`config.mk`:
```
export PLATFORM = sky130hd
export DESIGN_NAME = wall_column_texel_coordinates_unit
export DESIGN_NICKNAME = d
export VERILOG_FILES = /design/src/rtl/core/wctc_pkg.sv /design/src/rtl/core/wctc_cfg_regs.sv /design/src/rtl/core/wctc_prep.sv /design/src/rtl/core/wctc_mult.sv /design/src/rtl/core/wctc_div_step.sv /design/src/rtl/core/wall_column_texel_coordinates_unit.sv
export SDC_FILE = /design/constraint.sdc
export NUM_CORES = 2
export LEC_CHECK = 0
export ABC_AREA = 1
export BUFFER_PORTS_ARGS = -buffer_cell sky130_fd_sc_hd__buf_2
export CORE_AREA = 3 3 348 350
export DETAILED_ROUTE_END_ITERATION = 10
export DIE_AREA = 0 0 351 353
export PLACE_DENSITY = 0.88
export RECOVER_POWER = 50
export SYNTH_ARGS = -nofsm -noshare
export SYNTH_HDL_FRONTEND = slang
export SYNTH_SLANG_ARGS = --single-unit
```
`constraint.sdc`:
```
create_clock -name aclk -period 83.8 [get_ports aclk]
set_input_delay 25.14 -clock aclk [delete_from_list [all_inputs] [get_ports aclk]]
set_output_delay 25.14 -clock aclk [all_outputs]
set_load 0.05 [all_outputs]
```
`src/rtl/core/wctc_pkg.sv`:
```
// shared types, constants and helpers for the wall column texel coordinate unit
package wctc_pkg;

    // field widths
    localparam int COORD_W = 16;
    localparam int HIT_W   = 32;
    localparam int DIM_W   = 13;
    localparam int TEXEL_W = 12;
    localparam int IDX_W   = 4;
    localparam int OFF_W   = 16;
    localparam int LEN_W   = 17;
    localparam int SPAN_W  = 18;
    localparam int Q_W     = DIM_W;
    localparam int PROD_Y_W = OFF_W + DIM_W;
    localparam int NUM_TEX = 4;

    // divider steps, one quotient bit each
    localparam int DIV_STEPS = Q_W;

    localparam logic [TEXEL_W-1:0] TEXEL_MAX = {TEXEL_W{1'b1}};

    // texture ids
    localparam logic [1:0] TEX_NORTH = 2'd0;
    localparam logic [1:0] TEX_SOUTH = 2'd1;
    localparam logic [1:0] TEX_WEST  = 2'd2;
    localparam logic [1:0] TEX_EAST  = 2'd3;

    // register indexes
    localparam logic [IDX_W-1:0] CFG_NORTH_WIDTH  = 4'd0;
    localparam logic [IDX_W-1:0] CFG_NORTH_HEIGHT = 4'd1;
    localparam logic [IDX_W-1:0] CFG_SOUTH_WIDTH  = 4'd2;
    localparam logic [IDX_W-1:0] CFG_SOUTH_HEIGHT = 4'd3;
    localparam logic [IDX_W-1:0] CFG_WEST_WIDTH   = 4'd4;
    localparam logic [IDX_W-1:0] CFG_WEST_HEIGHT  = 4'd5;
    localparam logic [IDX_W-1:0] CFG_EAST_WIDTH   = 4'd6;
    localparam logic [IDX_W-1:0] CFG_EAST_HEIGHT  = 4'd7;

    typedef logic [DIM_W-1:0] dim_t;

    // one input pixel
    typedef struct packed {
        logic [COORD_W-1:0] screen_x;
        logic [COORD_W-1:0] screen_y;
        logic [COORD_W-1:0] span_start;
        logic [COORD_W-1:0] span_end;
        logic               wall_side;
        logic [HIT_W-1:0]   hit_x_coord;
        logic [HIT_W-1:0]   hit_y_coord;
        logic               step_x_positive;
        logic               step_y_positive;
    } pix_t;

    // per-item fields that ride along the whole pipe
    typedef struct packed {
        logic               write_pixel;
        logic               fill_red;
        logic [1:0]         texture_id;
        logic               active;
        logic [COORD_W-1:0] out_x;
        logic [COORD_W-1:0] out_y;
    } meta_t;

    // after selection and span checks
    typedef struct packed {
        meta_t            meta;
        dim_t             w_m1;
        dim_t             h_m1;
        logic [OFF_W-1:0] off;
        logic [LEN_W-1:0] len;
    } prep_t;

    // divider pipe contents
    typedef struct packed {
        meta_t            meta;
        dim_t             tex_x;
        logic [LEN_W-1:0] rem;
        logic [LEN_W-1:0] len;
        logic [Q_W-1:0]   qd;
    } div_t;

    // clamp a 13-bit texel coordinate to the 12-bit range
    function automatic logic [TEXEL_W-1:0] sat_texel(input dim_t v);
        logic [TEXEL_W-1:0] r;
        r = v[DIM_W-1] ? TEXEL_MAX : v[TEXEL_W-1:0];
        return r;
    endfunction

endpackage

```
`src/rtl/core/wctc_cfg_regs.sv`:
```
// texture size register file
module wctc_cfg_regs
    import wctc_pkg::*;
(
    input  logic             aclk,
    input  logic             aresetn,
    input  logic             wr_en,
    input  logic [IDX_W-1:0] wr_index,
    input  dim_t             wr_data,
    output dim_t             width_reg  [NUM_TEX],
    output dim_t             height_reg [NUM_TEX]
);

    // decode the index, ignore anything past the list
    always_ff @(posedge aclk) begin
        if (!aresetn) begin
            for (int i = 0; i < NUM_TEX; i++) begin
                width_reg[i]  <= '0;
                height_reg[i] <= '0;
            end
        end else if (wr_en) begin
            case (wr_index)
                CFG_NORTH_WIDTH:  width_reg[TEX_NORTH]  <= wr_data;
                CFG_NORTH_HEIGHT: height_reg[TEX_NORTH] <= wr_data;
                CFG_SOUTH_WIDTH:  width_reg[TEX_SOUTH]  <= wr_data;
                CFG_SOUTH_HEIGHT: height_reg[TEX_SOUTH] <= wr_data;
                CFG_WEST_WIDTH:   width_reg[TEX_WEST]   <= wr_data;
                CFG_WEST_HEIGHT:  height_reg[TEX_WEST]  <= wr_data;
                CFG_EAST_WIDTH:   width_reg[TEX_EAST]   <= wr_data;
                CFG_EAST_HEIGHT:  height_reg[TEX_EAST]  <= wr_data;
                default: ;
            endcase
        end
    end

endmodule

```
`src/rtl/core/wctc_prep.sv`:
```
// first stage: texture select, span fixup, screen and span checks
module wctc_prep
    import wctc_pkg::*;
#(
    parameter int SCREEN_WIDTH  = 1024,
    parameter int SCREEN_HEIGHT = 768,
    parameter int FRAC_BITS     = 16
) (
    input  logic                 aclk,
    input  logic                 aresetn,
    input  logic                 load_en,
    input  logic                 in_valid,
    input  pix_t                 pix,
    input  dim_t                 tex_width  [NUM_TEX],
    input  dim_t                 tex_height [NUM_TEX],
    output logic                 valid_reg,
    output prep_t                stage_reg,
    output logic [FRAC_BITS-1:0] frac_reg
);

    localparam logic [COORD_W-1:0] SCR_W = COORD_W'(SCREEN_WIDTH);
    localparam logic [COORD_W-1:0] SCR_H = COORD_W'(SCREEN_HEIGHT);

    logic [1:0]               id;
    logic [HIT_W-1:0]         hit;
    dim_t                     w;
    dim_t                     h;
    logic                     missing;
    logic signed [SPAN_W-1:0] start_s;
    logic signed [SPAN_W-1:0] end_s;
    logic signed [SPAN_W-1:0] end_eff;
    logic signed [SPAN_W-1:0] y_s;
    logic [SPAN_W-1:0]        off_full;
    logic [SPAN_W-1:0]        len_full;
    logic                     on_screen;
    logic                     in_span;
    prep_t                    stage_next;

    // texture choice from side and step direction
    always_comb begin
        if (pix.wall_side) begin
            id  = pix.step_y_positive ? TEX_SOUTH : TEX_NORTH;
            hit = pix.hit_y_coord;
        end else begin
            id  = pix.step_x_positive ? TEX_EAST : TEX_WEST;
            hit = pix.hit_x_coord;
        end
        w       = tex_width[id];
        h       = tex_height[id];
        missing = (w == '0) || (h == '0);
    end

    // span end fixup and visibility
    always_comb begin
        start_s = {{(SPAN_W-COORD_W){pix.span_start[COORD_W-1]}}, pix.span_start};
        end_s   = {{(SPAN_W-COORD_W){pix.span_end[COORD_W-1]}}, pix.span_end};
        y_s     = {{(SPAN_W-COORD_W){pix.screen_y[COORD_W-1]}}, pix.screen_y};
        if (!missing && (end_s <= start_s)) begin
            end_eff = start_s + SPAN_W'(1);
        end else begin
            end_eff = end_s;
        end
        on_screen = !pix.screen_x[COORD_W-1] && (pix.screen_x < SCR_W) &&
                    !pix.screen_y[COORD_W-1] && (pix.screen_y < SCR_H);
        in_span   = (y_s >= start_s) && (y_s <= end_eff);
        off_full  = y_s - start_s;
        len_full  = end_eff - start_s + SPAN_W'(1);
    end

    always_comb begin
        stage_next.meta.write_pixel = on_screen && in_span;
        stage_next.meta.fill_red    = missing;
        stage_next.meta.texture_id  = id;
        stage_next.meta.active      = on_screen && in_span && !missing;
        stage_next.meta.out_x       = pix.screen_x;
        stage_next.meta.out_y       = pix.screen_y;
        stage_next.w_m1             = w - DIM_W'(1);
        stage_next.h_m1             = h - DIM_W'(1);
        stage_next.off              = off_full[OFF_W-1:0];
        stage_next.len              = len_full[LEN_W-1:0];
    end

    always_ff @(posedge aclk) begin
        if (!aresetn) begin
            valid_reg <= 1'b0;
        end else if (load_en) begin
            valid_reg <= in_valid;
        end
    end

    always_ff @(posedge aclk) begin
        if (load_en) begin
            stage_reg <= stage_next;
            frac_reg  <= hit[FRAC_BITS-1:0];
        end
    end

endmodule

```
`src/rtl/core/wctc_mult.sv`:
```
// second stage: column scale and row numerator products
module wctc_mult
    import wctc_pkg::*;
#(
    parameter int FRAC_BITS = 16
) (
    input  logic                 aclk,
    input  logic                 aresetn,
    input  logic                 load_en,
    input  logic                 in_valid,
    input  prep_t                stage_in,
    input  logic [FRAC_BITS-1:0] frac,
    output logic                 valid_reg,
    output div_t                 stage_reg
);

    localparam int PROD_X_W = FRAC_BITS + DIM_W;

    logic [PROD_X_W-1:0] prod_x;
    logic [PROD_Y_W-1:0] prod_y;
    div_t                stage_next;

    // fraction times (width-1), offset times (height-1)
    always_comb begin
        prod_x = {{DIM_W{1'b0}}, frac} * {{FRAC_BITS{1'b0}}, stage_in.w_m1};
        prod_y = {{DIM_W{1'b0}}, stage_in.off} * {{OFF_W{1'b0}}, stage_in.h_m1};
    end

    // seed the divider: high part as remainder, low part shifted in
    always_comb begin
        stage_next.meta  = stage_in.meta;
        stage_next.tex_x = prod_x[PROD_X_W-1:FRAC_BITS];
        stage_next.rem   = {{(LEN_W-(PROD_Y_W-Q_W)){1'b0}}, prod_y[PROD_Y_W-1:Q_W]};
        stage_next.len   = stage_in.len;
        stage_next.qd    = prod_y[Q_W-1:0];
    end

    always_ff @(posedge aclk) begin
        if (!aresetn) begin
            valid_reg <= 1'b0;
        end else if (load_en) begin
            valid_reg <= in_valid;
        end
    end

    always_ff @(posedge aclk) begin
        if (load_en) begin
            stage_reg <= stage_next;
        end
    end

endmodule

```
`src/rtl/core/wctc_div_step.sv`:
```
// one restoring division step, one quotient bit per stage
module wctc_div_step
    import wctc_pkg::*;
(
    input  logic aclk,
    input  logic aresetn,
    input  logic load_en,
    input  logic in_valid,
    input  div_t stage_in,
    output logic valid_reg,
    output div_t stage_reg
);

    logic [LEN_W:0]   trial;
    logic [LEN_W:0]   diff;
    logic             ge;
    div_t             stage_next;

    // shift in the next dividend bit, subtract when it fits
    always_comb begin
        trial = {stage_in.rem, stage_in.qd[Q_W-1]};
        diff  = trial - {1'b0, stage_in.len};
        ge    = trial >= {1'b0, stage_in.len};
        stage_next       = stage_in;
        stage_next.rem   = ge ? diff[LEN_W-1:0] : trial[LEN_W-1:0];
        stage_next.qd    = {stage_in.qd[Q_W-2:0], ge};
    end

    always_ff @(posedge aclk) begin
        if (!aresetn) begin
            valid_reg <= 1'b0;
        end else if (load_en) begin
            valid_reg <= in_valid;
        end
    end

    always_ff @(posedge aclk) begin
        if (load_en) begin
            stage_reg <= stage_next;
        end
    end

endmodule

```
`src/rtl/core/wall_column_texel_coordinates_unit.sv`:
```
// top level of the wall column texel coordinate unit
// Takes one wall pixel per clock, unless a stalled consumer has filled the pipe, and
// returns its texture id, texel column and row, the draw flag and the red-fill flag
// for a missing texture. Throughput is one item per cycle while the pipe is not full.
// The pipe is one select stage, one multiply stage, a 13-stage pipelined restoring
// divider for the texel row and the output register. Any stage that holds no item
// takes a new one even while the output waits, so the pipe fills up behind a stalled
// consumer. Texture sizes are to be written on the cfg port only while the unit is
// idle; the unit does not enforce this. cfg_ready and s_tready stay low during reset,
// cfg_ready is high otherwise; indexes above 7 are ignored. No start-up clearing pass.
module wall_column_texel_coordinates_unit
    import wctc_pkg::*;
#(
    parameter int SCREEN_WIDTH  = 1024,
    parameter int SCREEN_HEIGHT = 768,
    parameter int FRAC_BITS     = 16
) (
    input  logic             aclk,
    input  logic             aresetn,
    // config write channel
    input  logic             cfg_valid,
    output logic             cfg_ready,
    input  logic [IDX_W-1:0] cfg_index,
    input  dim_t             cfg_data,
    // input items
    input  logic             s_tvalid,
    output logic             s_tready,
    // screen_x, screen_y, span_start, span_end, hit_x_coord, hit_y_coord
    input  logic [127:0]     s_tdata,
    // wall_side, step_x_positive, step_y_positive
    input  logic [2:0]       s_tuser,
    // result items
    output logic             m_tvalid,
    input  logic             m_tready,
    // texel_x, texel_y, out_x, out_y
    output logic [55:0]      m_tdata,
    // write_pixel, fill_red, texture_id[1:0]
    output logic [3:0]       m_tuser
);

    localparam int NUM_STG = DIV_STEPS + 3;

    dim_t                 tex_width  [NUM_TEX];
    dim_t                 tex_height [NUM_TEX];
    pix_t                 pix;
    logic [NUM_STG-1:0]   stg_valid;
    logic [NUM_STG:0]     stg_ready;
    prep_t                prep_q;
    logic [FRAC_BITS-1:0] frac_q;
    div_t                 div_q [DIV_STEPS+1];
    logic                 out_valid_reg;
    logic [TEXEL_W-1:0]   texel_x_reg;
    logic [TEXEL_W-1:0]   texel_y_reg;
    meta_t                out_meta_reg;

    assign cfg_ready = aresetn;

    wctc_cfg_regs u_cfg (
        .aclk       (aclk),
        .aresetn    (aresetn),
        .wr_en      (cfg_valid),
        .wr_index   (cfg_index),
        .wr_data    (cfg_data),
        .width_reg  (tex_width),
        .height_reg (tex_height)
    );

    // unpack the input item
    always_comb begin
        pix.screen_x        = s_tdata[15:0];
        pix.screen_y        = s_tdata[31:16];
        pix.span_start      = s_tdata[47:32];
        pix.span_end        = s_tdata[63:48];
        pix.hit_x_coord     = s_tdata[95:64];
        pix.hit_y_coord     = s_tdata[127:96];
        pix.wall_side       = s_tuser[0];
        pix.step_x_positive = s_tuser[1];
        pix.step_y_positive = s_tuser[2];
    end

    // a stage loads when it is empty or its successor loads
    always_comb begin
        stg_ready[NUM_STG] = m_tready;
        for (int i = NUM_STG - 1; i >= 0; i--) begin
            stg_ready[i] = !stg_valid[i] || stg_ready[i+1];
        end
    end

    assign s_tready = stg_ready[0] && aresetn;

    wctc_prep #(
        .SCREEN_WIDTH  (SCREEN_WIDTH),
        .SCREEN_HEIGHT (SCREEN_HEIGHT),
        .FRAC_BITS     (FRAC_BITS)
    ) u_prep (
        .aclk       (aclk),
        .aresetn    (aresetn),
        .load_en    (stg_ready[0]),
        .in_valid   (s_tvalid),
        .pix        (pix),
        .tex_width  (tex_width),
        .tex_height (tex_height),
        .valid_reg  (stg_valid[0]),
        .stage_reg  (prep_q),
        .frac_reg   (frac_q)
    );

    wctc_mult #(
        .FRAC_BITS (FRAC_BITS)
    ) u_mult (
        .aclk      (aclk),
        .aresetn   (aresetn),
        .load_en   (stg_ready[1]),
        .in_valid  (stg_valid[0]),
        .stage_in  (prep_q),
        .frac      (frac_q),
        .valid_reg (stg_valid[1]),
        .stage_reg (div_q[0])
    );

    // texel row divider chain
    for (genvar k = 0; k < DIV_STEPS; k++) begin : g_div
        wctc_div_step u_step (
            .aclk      (aclk),
            .aresetn   (aresetn),
            .load_en   (stg_ready[k+2]),
            .in_valid  (stg_valid[k+1]),
            .stage_in  (div_q[k]),
            .valid_reg (stg_valid[k+2]),
            .stage_reg (div_q[k+1])
        );
    end

    // output register with clamping, and zeroed texels for undrawn or red-filled pixels
    always_ff @(posedge aclk) begin
        if (!aresetn) begin
            out_valid_reg <= 1'b0;
        end else if (stg_ready[NUM_STG-1]) begin
            out_valid_reg <= stg_valid[NUM_STG-2];
        end
    end

    always_ff @(posedge aclk) begin
        if (stg_ready[NUM_STG-1]) begin
            out_meta_reg <= div_q[DIV_STEPS].meta;
            if (div_q[DIV_STEPS].meta.active) begin
                texel_x_reg <= sat_texel(div_q[DIV_STEPS].tex_x);
                texel_y_reg <= sat_texel(div_q[DIV_STEPS].qd);
            end else begin
                texel_x_reg <= '0;
                texel_y_reg <= '0;
            end
        end
    end

    assign stg_valid[NUM_STG-1] = out_valid_reg;
    assign m_tvalid = out_valid_reg;
    assign m_tdata  = {out_meta_reg.out_y, out_meta_reg.out_x, texel_y_reg, texel_x_reg};
    assign m_tuser  = {out_meta_reg.texture_id, out_meta_reg.fill_red,
                       out_meta_reg.write_pixel};

endmodule

```
# Yosys cells after proc, flatten, opt, wreduce, memory -nomap -nowiden
# Cells that the tools add are included.
# Widths: inputs -> output; s select.
# word_totals
register_bits	1615
in_bits	153
elab_cells	307
# op_classes
addsub	18
mul	2
order_cmp	19
n_eq_ne	7
muxes	25
bitwise	1
n_reduce_logical	55
# ops
op	n
$ge 18x17->1	12
$mux 17	12
$sub 17x17->17	12
$mul 16x13->29	2
$bmux 13 s2	2
$mux 13	4
$logic_not 13->1	2
$sub 13x1->13 const B	2
$mux 12	2
$logic_not 1->1	19
$le 16x18->1	1
$mux 18	1
$add 16x2->17 const B	1
$add 17x2->17 const B	1
$ge 17x17->1	1
$logic_or 1x1->1	17
$sub 17x16->17	1
$eq 4x3->1 const B	4
$ge 16x16->1	1
$le 16x16->1	1
$lt 16x10->1 const B	1
$lt 16x11->1 const B	1
$mux 16	1
$reduce_and 2->1	8
9 further kinds	18

# Depth between registers and ports, before layout
# depth
depth_word	18
mapped_depth	31
mapped_depth_nobuf	30

# By module
# A second synthesis with hierarchy kept.
# hier_totals
cells_unflattened	9102
hier_area_um2	89739.8
# modules_own_cells
mod	instances	cells_each	area_per_inst_um2	seq_area_each_um2
wctc_div_step (g_div[0].u_step ...)	12	402	4430.5	2932.8
wctc_mult	1	2106	17111.4	2902.8
wctc_prep	1	1008	8409.3	3383.2
wctc_div_step (g_div[9].u_step)	1	402	4571.9	2932.8
wctc_cfg_regs	1	615	4241.6	2082.0
wall_column_texel_coordinates_unit	1	147	2239.6	1821.7

# Worst setup path before layout
# No wires, ideal clock.
# synth_path
path_kind	in2out
from	input m_tready
to	output s_tready
t_arrival_ns	38.851
required_ns	58.660
slack_ns	19.809
path_stages	10
cell_sequence	nor2_2 nand3_1 nor3_2 nand4_1 nor2_2 nand4_2 nor2_2 nand4_1 inv_1 nor2_1
# synth_via
elab_chain_len	17
# synth_lines
element	line	text
from (decl)	wall_column_texel_coordinates_unit.sv:34	input logic m_tready,
$logic_or 1x1->1 (3 in a row)	wall_column_texel_coordinates_unit.sv:85	stg_ready[i] = !stg_valid[i] || stg_ready[i+1];
via g_div[11].u_step.load_en	wctc_div_step.sv:7	input logic load_en,
$logic_or 1x1->1 (5 in a row)	wall_column_texel_coordinates_unit.sv:85	
via g_div[6].u_step.load_en	wctc_div_step.sv:7	
$logic_or 1x1->1 (4 in a row)	wall_column_texel_coordinates_unit.sv:85	
via g_div[2].u_step.load_en	wctc_div_step.sv:7	
$logic_or 1x1->1 (4 in a row)	wall_column_texel_coordinates_unit.sv:85	
$logic_and 1x1->1	wall_column_texel_coordinates_unit.sv:89	assign s_tready = stg_ready[0] && aresetn;
to (decl)	wall_column_texel_coordinates_unit.sv:27	output logic s_tready,
# The timed path passes the listed nets, and every way through them passes these cells.

# Final worst setup path
# Ends and elaborated chain as after synthesis.

==> key figures <==
CTS
  – CTS tree: done
  – CTS Buf Count: about 160
  – Clk slew on worst S/H paths: 0.07 ns
  – Resized Gates After CTS: 0
  – CTS H-tree depth: 4
  – Hold buffers post-CTS: 0
  – CTS sink count: 1,615
  – Clk_lat worst skew: 0.80 ns
  – Clock root buffer: clkbuf_16
  – Post-CTS setup buffer count: 0
  – CTS max path bufs: 3

Floorplanning
  – DIE AREA: 124,000 µm²
  – Die H: 353 µm
  – Core area: 118,000 µm²
  – Num rows: about 130
  – Die width: roughly 350 µm
  – Io pins: approximately 220
  – Initial Util: 68.0%

Placed design
  – GPL Wtd Cong: 0.965
  – Placed insts: 8,548
  – Final HPWL DP: between 100,000 and 150,000 µm
  – Port bufs: 183
  – Post-DP Area: approximately 83,000 µm²

Yosys
  – Dominant cell type by area after synthesis: edfxtp_1
  – Syn nets: 7,893
  – Mean Syn Cell Area: about 12 µm²
  – Post-Synth XOR/XNOR Area: between 2 and 3%
  – Async set or reset register ratio after synthesis: 0%
  – Post-Synthesis Cell Area: 80,300 µm²
  – Compound-Gate Fraction of Synth Area: 6.76%
  – Synth Flop Type: edfxtp_1
  – Count leader, synth: edfxtp_1
  – Share of the synthesized area in the top cell type: a little under three fifths
  – Synth Instances: 6,971
  – Ys Warns: 0
  – Most frequent cells after synthesis: edfxtp_1 (1,495), nand2_1 (1,330), inv_1 (1,103)
  – Post-Synth Adder-Cell Area: 15.0%
  – Seq/Total Area, Yosys: 58.9%
  – Distinct cells, synth: 56
  – Simple-gate share of the synthesized area: 10.3%
  – Post-synthesis mux area share: less than 1%
  – Combinational family with the most area after synthesis: adder cells
  – Seq cells post-synth: between 1,500 and 2,000
  – Synth area leaders: edfxtp_1 (56%), fa_1 (8.0%), ha_1 (7.0%)
  – Post-synth EDFFs: 1,495

STA
  – Clock skew: 0.0490 ns
  – Crit path time final: ~55 ns
  – Final Hold Fails: 0
  – RSZ-0062 raised after global routing: no
  – Slew @ Worst Pin: 3.95 ns
  – Pins over their slew limit: 302
  – Setup TNS: 0 ns
  – Period Utilization, post-route: between 60% and 70%
  – Hold_ws: 0.381 ns
  – Final setup violating endpoints: 0
  – Max Fclk: 18.0 MHz
  – Worst slew margin: -163%

Finish
  – Fillers: 7,383
  – Max FFs per register: 1,227
  – Post-route design area: 87,800 µm²
  – Non-filler cells, final: 8,853
  – Area growth syn-to-layout: 9.40%
  – Fraction of layout cells with a size suffix above 1: roughly 6.5%
  – Layout Nets: between 8,000 and 9,000

Critical path
  – Critical path class: in -> out
  – Worst path required time: 58.66 ns
  – CP Data Arrival Time: 30.30 ns
  – CP Max Fanout: 57
  – CP Capture Type: output pin
  – Crit path launch type: input port

Routing
  – DRT antenna net count: 0
  – Drc violations: 0
  – Vias/cell: 5.76
  – Via count: about 50,000
  – Initial DRC Count: 4,933
  – Wire length per cell: 19.8 µm
  – Pre-antenna DRT Iters: 6
  – Detailed-route wire length: roughly 180,000 µm

GRT
  – Vias in the first global route: approximately 52,000
  – First-pass GRT wire length: around 280,000 µm
  – Gr ovfl total: 0
  – GRT Total Usage: 28.7%
  – Initial antenna violation count: 19
  – Pin count of the biggest net entering global routing: 106

Run status
  – Status: finished, violations left
  – Violated checks: max-capacitance violations, max-slew violations

Run
  – Max-cap violation count: 5

Worst hold path
  – Hold WC Path Type: reg -> reg
path summary, 6_finish.rpt:
path,from,cells after the start,end,slack [ns]
hold reg to reg,u_mult.stage_reg[94],0,g_div[0].u_step.stage_reg[94],0.38
setup / recovery,m_tready,15,s_tready,28.36
setup reg to reg,u_prep.stage_reg[34],18,u_mult.stage_reg[41],77.74
hold / removal,u_mult.stage_reg[94],0,g_div[0].u_step.stage_reg[94],0.38
cells by family (layout without fill, tap and decap cells):
kind of cell	after synthesis	count (layout)
xor gates and xnor gates	267	267
AOI/OAI and AO/OA	992	992
buffers and inverters	1290	1615
muxes	2	2
DFF	1615	1615
other	0	21
adders and majority gates	769	769
and+or+nand+nor	2036	2036
worst max-delay path: stages:
cell and delay, ns:
buf_2 0.10, nor2_1 0.30, nand3_1 1.13, nor3_2 0.67, nand4_1 0.16, buf_4 0.33
nor2_2 0.43, nand4_4 0.13, buf_4 0.35, nor2_2 0.43, nand4_1 0.21, buf_4 0.43
inv_1 0.15, nor2_1 0.05, buf_2 0.24
placed cells by master, fill, tap and decap left out, types with 8 or more instances in the layout:
master,instances
edfxtp_1,1495
nand2_1,1326
inv_1,1097
ha_1,448
a21oi_1,443
nor2_1,417
o21ai_0,364
fa_1,321
clkbuf_16,159
buf_2,159
xor2_1,157
nand3_1,148
dfxtp_1,120
xnor2_1,110
clkbuf_1,60
nand4_1,46
a21o_1,37
nor3_1,35
clkinv_1,31
o21a_1,23
clkinv_2,23
buf_4,23
a31oi_1,22
o31ai_1,22
diode_2,21
nor4_1,17
inv_2,15
o21bai_1,13
o21ai_2,13
o211ai_1,11
a221oi_1,9
bufinv_16,9
a21boi_0,8
clkinv_16,8
clkbuf_8,8
through the flow:
stage               utilization, %  setup slack, ns
floorplan                        -            19.81
global placement              70.0            29.84
detailed placement            70.0            29.56
CTS                           74.4            29.33
global route                  74.3            28.01
finish                        74.4            28.36
routing by layer:
metal | share of wire, % | global-route usage, %
met5 | 0.017 | 0
met1 | 37 | 35.0
met2 | 51 | 50.2
met3 | 6.9 | 4.38
met4 | 4.9 | 13.5
cell type report:
class                   count  area (µm²)  share of cell area, %
well taps                1536        1920                   2.19
repair buffers            212        1080                   1.23
flip-flops and latches   1615       47300                   53.9
inverters                1119        4210                   4.80
clock buffers             197        4200                   4.79
diodes                     21        52.6                 0.0599
multi-input cells        4066       28100                   32.0
clock inverters            87         932                   1.06
Power is not shown: default switching activity piles up to over one toggle a cycle in this logic, so the estimate is an artifact.
